[src/rtl/gbfs_pkg.sv]
// ---------------------------------------------------------------------------
// gbfs_pkg: shared types and constants for the grid BFS step finder
// Step codes and the neighbor unit's request/response bundles.
// ---------------------------------------------------------------------------
package gbfs_pkg;

   localparam logic [2:0] STEP_NONE  = 3'd0;
   localparam logic [2:0] STEP_UP    = 3'd1;
   localparam logic [2:0] STEP_LEFT  = 3'd2;
   localparam logic [2:0] STEP_DOWN  = 3'd3;
   localparam logic [2:0] STEP_RIGHT = 3'd4;

   localparam logic [1:0] CSR_ACTIVE_ROWS    = 2'd0;
   localparam logic [1:0] CSR_ACTIVE_COLUMNS = 2'd1;
   localparam logic [1:0] CSR_TUNNEL_ROW     = 2'd2;

   localparam logic MODE_WRITE = 1'b0;
   localparam logic MODE_QUERY = 1'b1;

   localparam int unsigned COORD_W = 6;
   localparam logic [7:0] FAR_DISTANCE = 8'hFF;

   typedef struct packed {
      logic [COORD_W-1:0] row;
      logic [COORD_W-1:0] col;
      logic [2:0]         dir;
      logic [COORD_W:0]   rows;
      logic [COORD_W:0]   cols;
      logic               tunnel;
   } move_req_type;

   typedef struct packed {
      logic               ok;
      logic [COORD_W-1:0] row;
      logic [COORD_W-1:0] col;
   } move_rsp_type;

endpackage

[src/rtl/gbfs_move.sv]
// ---------------------------------------------------------------------------
// gbfs_move: neighbor step unit
// Computes the neighbor tile of one move on the active board, with the
// tunnel wrap; walkability is checked by the caller.
// ---------------------------------------------------------------------------
module gbfs_move (
   input  gbfs_pkg::move_req_type req,
   output gbfs_pkg::move_rsp_type rsp
);
   import gbfs_pkg::*;

   always_comb begin
      rsp.ok  = 1'b1;
      rsp.row = req.row;
      rsp.col = req.col;
      unique case (req.dir)
         STEP_UP: begin
            if (req.row == '0) rsp.ok = 1'b0;
            else rsp.row = req.row - 1'b1;
         end
         STEP_DOWN: begin
            if ({1'b0, req.row} + 1'b1 >= req.rows) rsp.ok = 1'b0;
            else rsp.row = req.row + 1'b1;
         end
         STEP_LEFT: begin
            if (req.col == '0) begin
               if (!req.tunnel) rsp.ok = 1'b0;
               else rsp.col = COORD_W'(req.cols - 1'b1);
            end else begin
               rsp.col = req.col - 1'b1;
            end
         end
         STEP_RIGHT: begin
            if ({1'b0, req.col} + 1'b1 >= req.cols) begin
               if (!req.tunnel || ({1'b0, req.col} + 1'b1 != req.cols)) rsp.ok = 1'b0;
               else rsp.col = '0;
            end else begin
               rsp.col = req.col + 1'b1;
            end
         end
         default: rsp.ok = 1'b0;
      endcase
   end
endmodule

[config.mk]
export PLATFORM = sky130hd
export DESIGN_NAME = gbfs_move
export DESIGN_NICKNAME = d
export VERILOG_FILES = /design/src/rtl/gbfs_pkg.sv /design/src/rtl/gbfs_move.sv
export SDC_FILE = /design/constraint.sdc
export NUM_CORES = 1
export LEC_CHECK = 0
export BUFFER_PORTS_ARGS = -buffer_cell sky130_fd_sc_hd__buf_2
export CORE_ASPECT_RATIO = 1.5
export CORE_MARGIN = 10
export CORE_UTILIZATION = 40
export DETAILED_ROUTE_END_ITERATION = 12
export PLACE_DENSITY = 0.65
export SYNTH_ARGS = -nofsm -noshare
export SYNTH_HDL_FRONTEND = slang
export SYNTH_SLANG_ARGS = --single-unit
[constraint.sdc]
create_clock -name vclk -period 2.3
set_input_delay 0 -clock vclk [all_inputs]
set_output_delay 0 -clock vclk [all_outputs]
set_load 0.02 [all_outputs]
==> results.py, run 1 <==
metrics = {
    "power": {
        "powerDensity_nw_per_um2": 204,
        "ir_drop_mv": 0.0931,
        "p_leak_nw": 0.820,
    },
    "placed_design": {
        "pre_cts_ws_ns": 0.0174,
        "gp_congestion": 0.938,
        "dpl.hpwl_um": 3780,
        "portBuffers": 43,
    },
    "route": {
        "drt_first_iter_violations": 122,
        "dr_total_vias": 1676,
        "routed_wl_um": 4390,
        "drc": 0,
        "wl_per_cell_um": 15.1,
        "ant_nets": 0,
        "viasPerCell": 5.76,
        "firstDrtPassIters": 4,
    },
    "cells_and_area": {
        "n_fill_cell": 344,
        "seqCellArea_um2": 0,
        "area_growth_pct": 25.7,
        "fin_nets": 304,
        "nClkBuffers": 0,
        "seq_cell_count": 0,
        "multi_input_area_um2": 1250,
        "drive_gt1_share_pct": 25.5,
        "num_antenna_cells": 0,
    },
    "synth": {
        "avgSynthCellArea_um2": 6.58,
        "syn_nets": 255,
        "synth_area_um2": 1340,
        "ys_seq_area_share_pct": 0,
        "yosys_warnings": 0,
        "syn_inst": 204,
        "yosys.cell_types.count": 46,
    },
    "sta": {
        "setup_viol": 0,
        "relSlewSlack_pct": 72.2,
        "period_share_pct": 96.3,
        "worstMarginPinSlew_ns": 0.416,
        "whs_ns": 0.375,
        "max_clock_freq_mhz": 452,
        "slew_viol_final": 0,
        "fin_ws_ns": 0.0853,
        "finalCriticalPeriod_ns": 2.21,
        "hold_violations": 0,
    },
    "clocking": {
        "cts_resized": 0,
        "hold_buffers": 0,
        "cts_setup_buffers": 0,
    },
    "global_route": {
        "antenna_found_initial": 0,
        "grt_first_pass_wirelength_um": 7270,
        "grt_pass1_vias": 1638,
        "grt_overflow": 0,
        "grt_use_total_pct": 13.9,
        "grt_max_degree": 10,
    },
    "critical_path": {
        "cp_slowest_stage_delay_ns": 0.49,
        "path_max_fanout": 8,
        "required_ns": 2.30,
        "worstSetupPathType": "primary input to output port",
        "crit_buf_inv": 3,
        "worstPathArrival_ns": 2.21,
        "critical_path.top_delay_family": "adder cells",
        "start_kind": "primary input",
        "cp-end-kind": "output port",
        "crit_top_cell": "ha_1",
        "crit_slowest_cell": "or4_1",
        "path_cells": "clkbuf_4 -> inv_1 -> ha_1 -> ha_1 -> a211o_1 -> a21o_1 -> or4_1 -> nand4_1 -> buf_4",
    },
    "floorplan": {
        "die_x_um": 67.3,
        "core-area_um2": 3190,
        "design.die.area_um2": 6120,
        "start_util_pct": 42.1,
        "die_h_um": 91.0,
        "io_pins": 43,
        "rows": 25,
    },
    "run_status": {
        "status": "complete, no violations",
    },
    "flow_run": {
        "max_cap_viol_count": 0,
    },
    "worst_hold_path": {
        "hold_class": "primary input to output port",
    },
}
==> routing by layer <==
layer	part of all wire, %	GRT usage (%)
met2	54	27.2
met3	5.6	1.48
met1	38	14.6
met4	2.2	3.44
met5	0	0
==> cells in the final DEF, fill, tap and decap left out, types with 3 or more instances in the layout <==
master	Yosys	layout
buf_2	0	41
nand3_1	14	14
nand4_1	5	5
or3_1	3	3
buf_4	0	12
xor2_1	4	4
nor3b_1	3	3
o21ai_1	9	9
inv_1	22	22
a21oi_1	14	13
ha_1	21	19
nor2_1	18	18
o21ai_0	4	4
o221ai_1	3	3
o211ai_1	4	4
xnor2_1	10	9
nand2_1	14	14
nor2b_1	3	3
a22o_1	3	3
a211oi_1	5	5
nor3_1	6	6
==> power by group <==
group          switching [W]  leakage [nW]  total (W)  internal, W
clock                      0             0          0            0
sequential                 0             0          0            0
combinational       0.000203         0.820   0.000344     0.000141
total               0.000203         0.820   0.000344     0.000141
==> cell families (layout without fill, tap and decap cells) <==
kind of cell             Yosys count  after routing  share of synthesized area, %
AO/OA/AOI/OAI                     56             56                          28.5
adder cells (fa/ha/maj)           21             21                          19.6
XOR/XNOR                          14             14                          9.13
multiplexers                       2              2                          1.49
buffers and inverters             30             77                          8.95
AND/OR/NAND/NOR                   81             81                          32.3
==> area by class of cell <==
cell class                 count  area share [%]
multi-input combinational    174            74.0
tap                           40            2.97
timing repair buffer          54            17.9
inverter                      23            5.11
==> metrics by stage <==
stage | area (um^2) | TNS, ns | cells | total power [W] | util, %
final | 1690 | 0 | 291 | 0.000344 | 52.9
after global routing | 1690 | -0.0184 | 291 | 0.000387 | 52.9
after CTS | 1660 | 0 | 291 | 0.000336 | 51.9
after detailed placement | 1660 | 0 | 291 | 0.000335 | 51.9
after global placement | 1660 | 0 | 291 | 0.000334 | 51.9
after floorplan | 1340 | 0 | 204 | 0.000215 | -
==> path summary, 6_finish.rpt <==
path / cells past startpoint / slack, ns / to / startpoint
worst min-delay path: 3 / 0.37 / rsp[6] / req[24]
worst max-delay path: 9 / 0.09 / rsp[3] / req[18]
==> synth_stat cells, drive strengths merged (4+ instances only) <==
library cell / number / area, um^2
inv: 23 / 86.3
ha: 21 / 263
nor2: 19 / 73.8
a21oi: 14 / 70.1
nand2: 14 / 52.6
nand3: 14 / 70.1
o21ai: 14 / 81.3
xnor2: 10 / 87.6
nor3: 7 / 40.0
clkbuf: 6 / 22.5
a211oi: 5 / 37.5
nand4: 5 / 31.3
o211ai: 4 / 30.0
xor2: 4 / 35.0
Note: power is estimated with default switching activity, not from simulation.
==> run 2, diff against run 1 <==
--- a/config.mk
+++ b/config.mk
@@ -6,11 +6,13 @@
 export NUM_CORES = 1
 export LEC_CHECK = 0
 export BUFFER_PORTS_ARGS = -buffer_cell sky130_fd_sc_hd__buf_2
+export CELL_PAD_IN_SITES_DETAIL_PLACEMENT = 1
+export CELL_PAD_IN_SITES_GLOBAL_PLACEMENT = 1
 export CORE_ASPECT_RATIO = 1.5
 export CORE_MARGIN = 10
-export CORE_UTILIZATION = 40
+export CORE_UTILIZATION = 37
 export DETAILED_ROUTE_END_ITERATION = 12
-export PLACE_DENSITY = 0.65
+export PLACE_DENSITY_LB_ADDON = 0.1
 export SYNTH_ARGS = -nofsm -noshare
 export SYNTH_HDL_FRONTEND = slang
 export SYNTH_SLANG_ARGS = --single-unit
==> results.py, run 2 (synthesized netlist as in run 1, its figures left out) <==
metrics = {
    "route": {
        "routed_wl_um": 4930,
        "firstDrtPassIters": 4,
        "wl_per_cell_um": 16.4,
        "dr_total_vias": 1689,
        "drc": 0,
        "ant_nets": 0,
        "viasPerCell": 5.61,
        "drt_first_iter_violations": 59,
    },
    "critical_path": {
        "cp-end-kind": "output port",
        "cp-startpoint": "req[19]",
        "worstSetupPathType": "primary input to output port",
        "required_ns": 2.30,
        "critical_path.endpoint": "rsp[2]",
        "start_kind": "primary input",
        "worstPathArrival_ns": 2.19,
        "path_max_fanout": 6,
    },
    "sta": {
        "slew_viol_final": 0,
        "worstMarginPinSlew_ns": 0.393,
        "finalCriticalPeriod_ns": 2.19,
        "max_clock_freq_mhz": 456,
        "hold_violations": 0,
        "rsz0062_at_grt": "yes",
        "period_share_pct": 95.3,
        "setup_viol": 0,
        "relSlewSlack_pct": 73.7,
        "tns_ns": 0,
    },
    "worst_hold_path": {
        "hold_class": "primary input to output port",
    },
    "flow_run": {
        "max_cap_viol_count": 0,
    },
    "cells_and_area": {
        "drive_gt1_share_pct": 29.3,
        "nClkBuffers": 0,
        "fin_nets": 312,
        "num_antenna_cells": 0,
        "area_growth_pct": 32.2,
        "seq_cell_count": 0,
        "most-common-layout-cells": "buf_2 (41), inv_1 (22), buf_4 (20)",
        "n_fill_cell": 492,
        "final_cell_area_um2": 1780,
        "seqCellArea_um2": 0,
        "utilization_pct": 51.5,
        "final_common_cell": "buf_2",
    },
    "global_route": {
        "grt_max_degree": 10,
        "antenna_found_initial": 0,
        "grt_overflow": 0,
        "grt_first_pass_wirelength_um": 8420,
        "grt_pass1_vias": 1918,
        "grt_use_total_pct": 14.7,
    },
    "clocking": {
        "hold_buffers": 0,
    },
    "placed_design": {
        "gp_congestion": 0.874,
        "placed_cell_area_um2": 1700,
        "dpl.hpwl_um": 4420,
        "portBuffers": 43,
    },
    "floorplan": {
        "io_pins": 43,
        "start_util_pct": 38.9,
        "core-area_um2": 3450,
        "die_h_um": 93.8,
        "design.die.area_um2": 6490,
        "rows": 26,
        "die_x_um": 69.2,
    },
    "power": {
        "powerDensity_nw_per_um2": 207,
        "ir_drop_mv": 0.0936,
        "p_leak_nw": 0.865,
    },
    "run_status": {
        "status": "complete, no violations",
    },
}
==> run 2: changes by cell type in the layout (fill, tap and decap cells not counted), sizes merged <==
cell and change:
buf +8
==> run 2: layout make-up <==
type | count | area, um^2 | area share (%)
well taps | 42 | 52.6 | 2.96
multi-input cells | 174 | 1270 | 71.7
inverters | 23 | 86.3 | 4.86
repair buffers | 62 | 363 | 20.4
==> run 2: worst min-delay path by stage <==
stage                   to    start  slack, ns  cells after the start
floorplan           rsp[6]  req[24]       0.14                      1
global placement    rsp[6]  req[24]       0.37                      3
detailed placement  rsp[6]  req[24]       0.37                      3
finish              rsp[6]  req[24]       0.37                      3
global route        rsp[6]  req[24]       0.40                      3
CTS                 rsp[6]  req[24]       0.37                      3
==> run 2: where the power goes <==
part | switching, W | internal [W] | total (W)
clock network | 0 | 0 | 0
registers | 0 | 0 | 0
logic | 0.000212 | 0.000155 | 0.000367
==> run 2: routing by layer <==
metal  wire length, um  vias to the layer above  part of all wire, %  track usage [%]
met1              1840                      785                   37             14.3
met5                 0                        -                    0                0
met2              2860                       35                   58             31.7
met3               123                       10                  2.5            0.952
li1                  -                      859                    -                -
met4               116                        0                  2.4             3.54
==> run 2: repair_timing <==
item	in CTS	in global routing
gates resized for setup	2	9
setup endpoints to repair	1	9
buffers inserted	0	2
pin swaps	0	3
==> run 2: stage by stage <==
stage          setup WS, ns  hold slack, ns  instances  power (W)
2_1_floorplan        0.0421           0.142        204   0.000215
3_3_place_gp        -0.0116           0.368        299   0.000346
3_5_place_dp        -0.0403           0.371        299   0.000350
4_1_cts             0.00143           0.374        299   0.000354
5_1_grt             -0.0254           0.403        301   0.000407
6_report              0.108           0.369        301   0.000367
==> run 2: worst max-delay path, cell delays in order <==
cell and delay, ns:
buf_2 0.17, nand3_1 0.13, or2_4 0.28, xnor2_1 0.13
ha_1 0.29, nand4_1 0.13, buf_4 0.16, o21ai_1 0.28
nor2_1 0.08, a221o_1 0.37, buf_2 0.17
==> run 3, diff against run 2 <==
--- a/config.mk
+++ b/config.mk
@@ -5,6 +5,7 @@
 export SDC_FILE = /design/constraint.sdc
 export NUM_CORES = 1
 export LEC_CHECK = 0
+export ABC_AREA = 1
 export BUFFER_PORTS_ARGS = -buffer_cell sky130_fd_sc_hd__buf_2
 export CELL_PAD_IN_SITES_DETAIL_PLACEMENT = 1
 export CELL_PAD_IN_SITES_GLOBAL_PLACEMENT = 1
==> results.py, run 3 <==
metrics = {
    "run_status": {
        "status": "complete, no violations",
    },
    "placed_design": {
        "dp.cells": 359,
        "pre_cts_ws_ns": 0.165,
        "gp_congestion": 0.945,
        "dpl.hpwl_um": 4560,
        "portBuffers": 43,
    },
    "synth": {
        "ys_seq_area_share_pct": 0,
        "syn_nets": 324,
        "synth_area_um2": 1540,
        "yosysTopAreaCell": "nand2_1",
        "avgSynthCellArea_um2": 5.63,
        "synth.area.top_cells": "nand2_1 (20%), ha_1 (17%), nand3_1 (13%)",
        "yosys.cell_types.count": 29,
        "syn_inst": 273,
        "yosys_warnings": 0,
        "synth_common_cells": "nand2_1 (83), inv_1 (42), nand3_1 (41)",
        "yosysMostFrequentCell": "nand2_1",
        "synth_top_area_share_pct": 20.3,
    },
    "sta": {
        "worstMarginPinSlew_ns": 0.414,
        "period_share_pct": 90.5,
        "hold_violations": 0,
        "rsz0062_at_grt": "no",
        "max_clock_freq_mhz": 480,
        "tns_ns": 0,
        "fin_ws_ns": 0.218,
        "slew_viol_final": 0,
        "relSlewSlack_pct": 72.3,
        "setup_viol": 0,
        "finalCriticalPeriod_ns": 2.08,
    },
    "global_route": {
        "grt_max_degree": 11,
        "antenna_found_initial": 0,
        "grt_pass1_vias": 2033,
        "grt_first_pass_wirelength_um": 8820,
        "grt_use_total_pct": 14.1,
        "grt_overflow": 0,
    },
    "route": {
        "firstDrtPassIters": 4,
        "dr_total_vias": 1864,
        "wl_per_cell_um": 14.1,
        "routed_wl_um": 5080,
        "drc": 0,
        "drt_first_iter_violations": 80,
        "viasPerCell": 5.19,
        "ant_nets": 0,
    },
    "cells_and_area": {
        "most-common-layout-cells": "nand2_1 (83), inv_1 (42), buf_2 (42)",
        "fin_nets": 367,
        "seq_cell_count": 0,
        "seqCellArea_um2": 0,
        "drive_gt1_share_pct": 23.2,
        "n_fill_cell": 594,
        "final_common_cell": "nand2_1",
        "num_antenna_cells": 0,
        "area_growth_pct": 18.2,
        "instances_no_fill": 359,
        "nClkBuffers": 0,
    },
    "critical_path": {
        "start_kind": "primary input",
        "cp-end-kind": "output port",
        "path_cells": "clkbuf_4 -> nand3_1 -> nor2_2 -> nand3_1 -> nand2_1 -> inv_1 -> ha_1 -> nand2_1 -> nor2_4 -> nand4_1 -> clkinv_1 -> o21ai_0 -> nand3_1 -> nand2_1 -> buf_2",
        "worstPathArrival_ns": 2.08,
        "crit_buf_inv": 4,
        "crit_slowest_cell": "ha_1",
        "worstSetupPathType": "primary input to output port",
        "required_ns": 2.30,
        "critical_path.top_delay_family": "simple AND/OR/NAND/NOR gates",
        "cp_slowest_stage_delay_ns": 0.26,
        "path_max_fanout": 9,
    },
    "floorplan": {
        "start_util_pct": 38.5,
        "die_x_um": 72.6,
        "core-area_um2": 3990,
        "die_h_um": 98.9,
        "rows": 28,
        "io_pins": 43,
        "design.die.area_um2": 7180,
    },
    "flow_run": {
        "max_cap_viol_count": 0,
    },
    "power": {
        "ir_drop_mv": 0.105,
        "p_total_w": 0.000370,
        "switchingPower_w": 0.000239,
        "p_leak_nw": 1.09,
        "powerDensity_nw_per_um2": 204,
        "p_comb_share_pct": 100.0,
        "power.share.clock_pct": 0,
        "p_sw_share_pct": 64.6,
        "p_seq_share_pct": 0,
        "power.internal_w": 0.000131,
    },
    "clocking": {
        "hold_buffers": 0,
        "cts_setup_buffers": 0,
    },
    "worst_hold_path": {
        "hold_class": "primary input to output port",
    },
}
==> run 3: changes by cell type after synthesis, sizes merged, moves of 4 or more <==
cell,previous run,this run
o21ai,14,8
a21oi,14,4
nand3,14,43
nand4,5,16
inv,23,50
nand2,14,87
nor2,19,23
xnor2,10,3
a211oi,5,0
clkbuf,6,1
==> run 3: kinds of logic (layout without fill, tap and decap cells) <==
family                   after synthesis  in the layout  synth area share [%]
AO/OA/AOI/OAI                         14             14                  6.11
adder cells (fa/ha/maj)               21             21                  17.1
AND/OR/NAND/NOR                      175            175                  57.6
buffers and inverters                 55             96                  14.7
XOR/XNOR                               8              8                  4.56
==> run 3: layout make-up <==
class	instances	area (um^2)	share of cell area (%)
inverters	52	195	10.7
multi-input cells	218	1340	73.8
well taps	45	56.3	3.10
repair buffers	44	225	12.4
==> run 3: power by group through the flow <==
stage	Combinational (W)	Sequential, W	Clock, W
3_5_place_dp	0.000365	0	0
5_1_grt	0.000421	0	0
6_report	0.000370	0	0
4_1_cts	0.000367	0	0
2_1_floorplan	0.000247	0	0
3_3_place_gp	0.000359	0	0
==> run 3: path summary, 6_finish.rpt <==
check,start,to,depth (start not counted)
max,req[20],rsp[4],15
min,req[29],rsp[11],4
==> run 3: metal layers <==
metal,wire (um),vias up,global-route usage (%)
met4,141,0,3.67
met5,0,-,0
met1,1840,853,13.7
li1,-,965,-
met2,2910,36,29.0
met3,188,10,1.51
==> run 3: metrics by stage <==
stage | cell area, um^2 | hold WS [ns] | utilization [%]
after global placement | 1790 | 0.367 | 44.7
after floorplan | 1540 | 0.163 | -
final | 1820 | 0.369 | 45.5
after CTS | 1790 | 0.378 | 44.7
after detailed placement | 1790 | 0.375 | 44.7
after global routing | 1820 | 0.412 | 45.5
==> run 3: what timing repair did <==
action                                 4_1_cts  5_1_grt
resized for setup                            0        7
setup endpoints to repair                    0        9
endpoints found under the hold margin        0        0
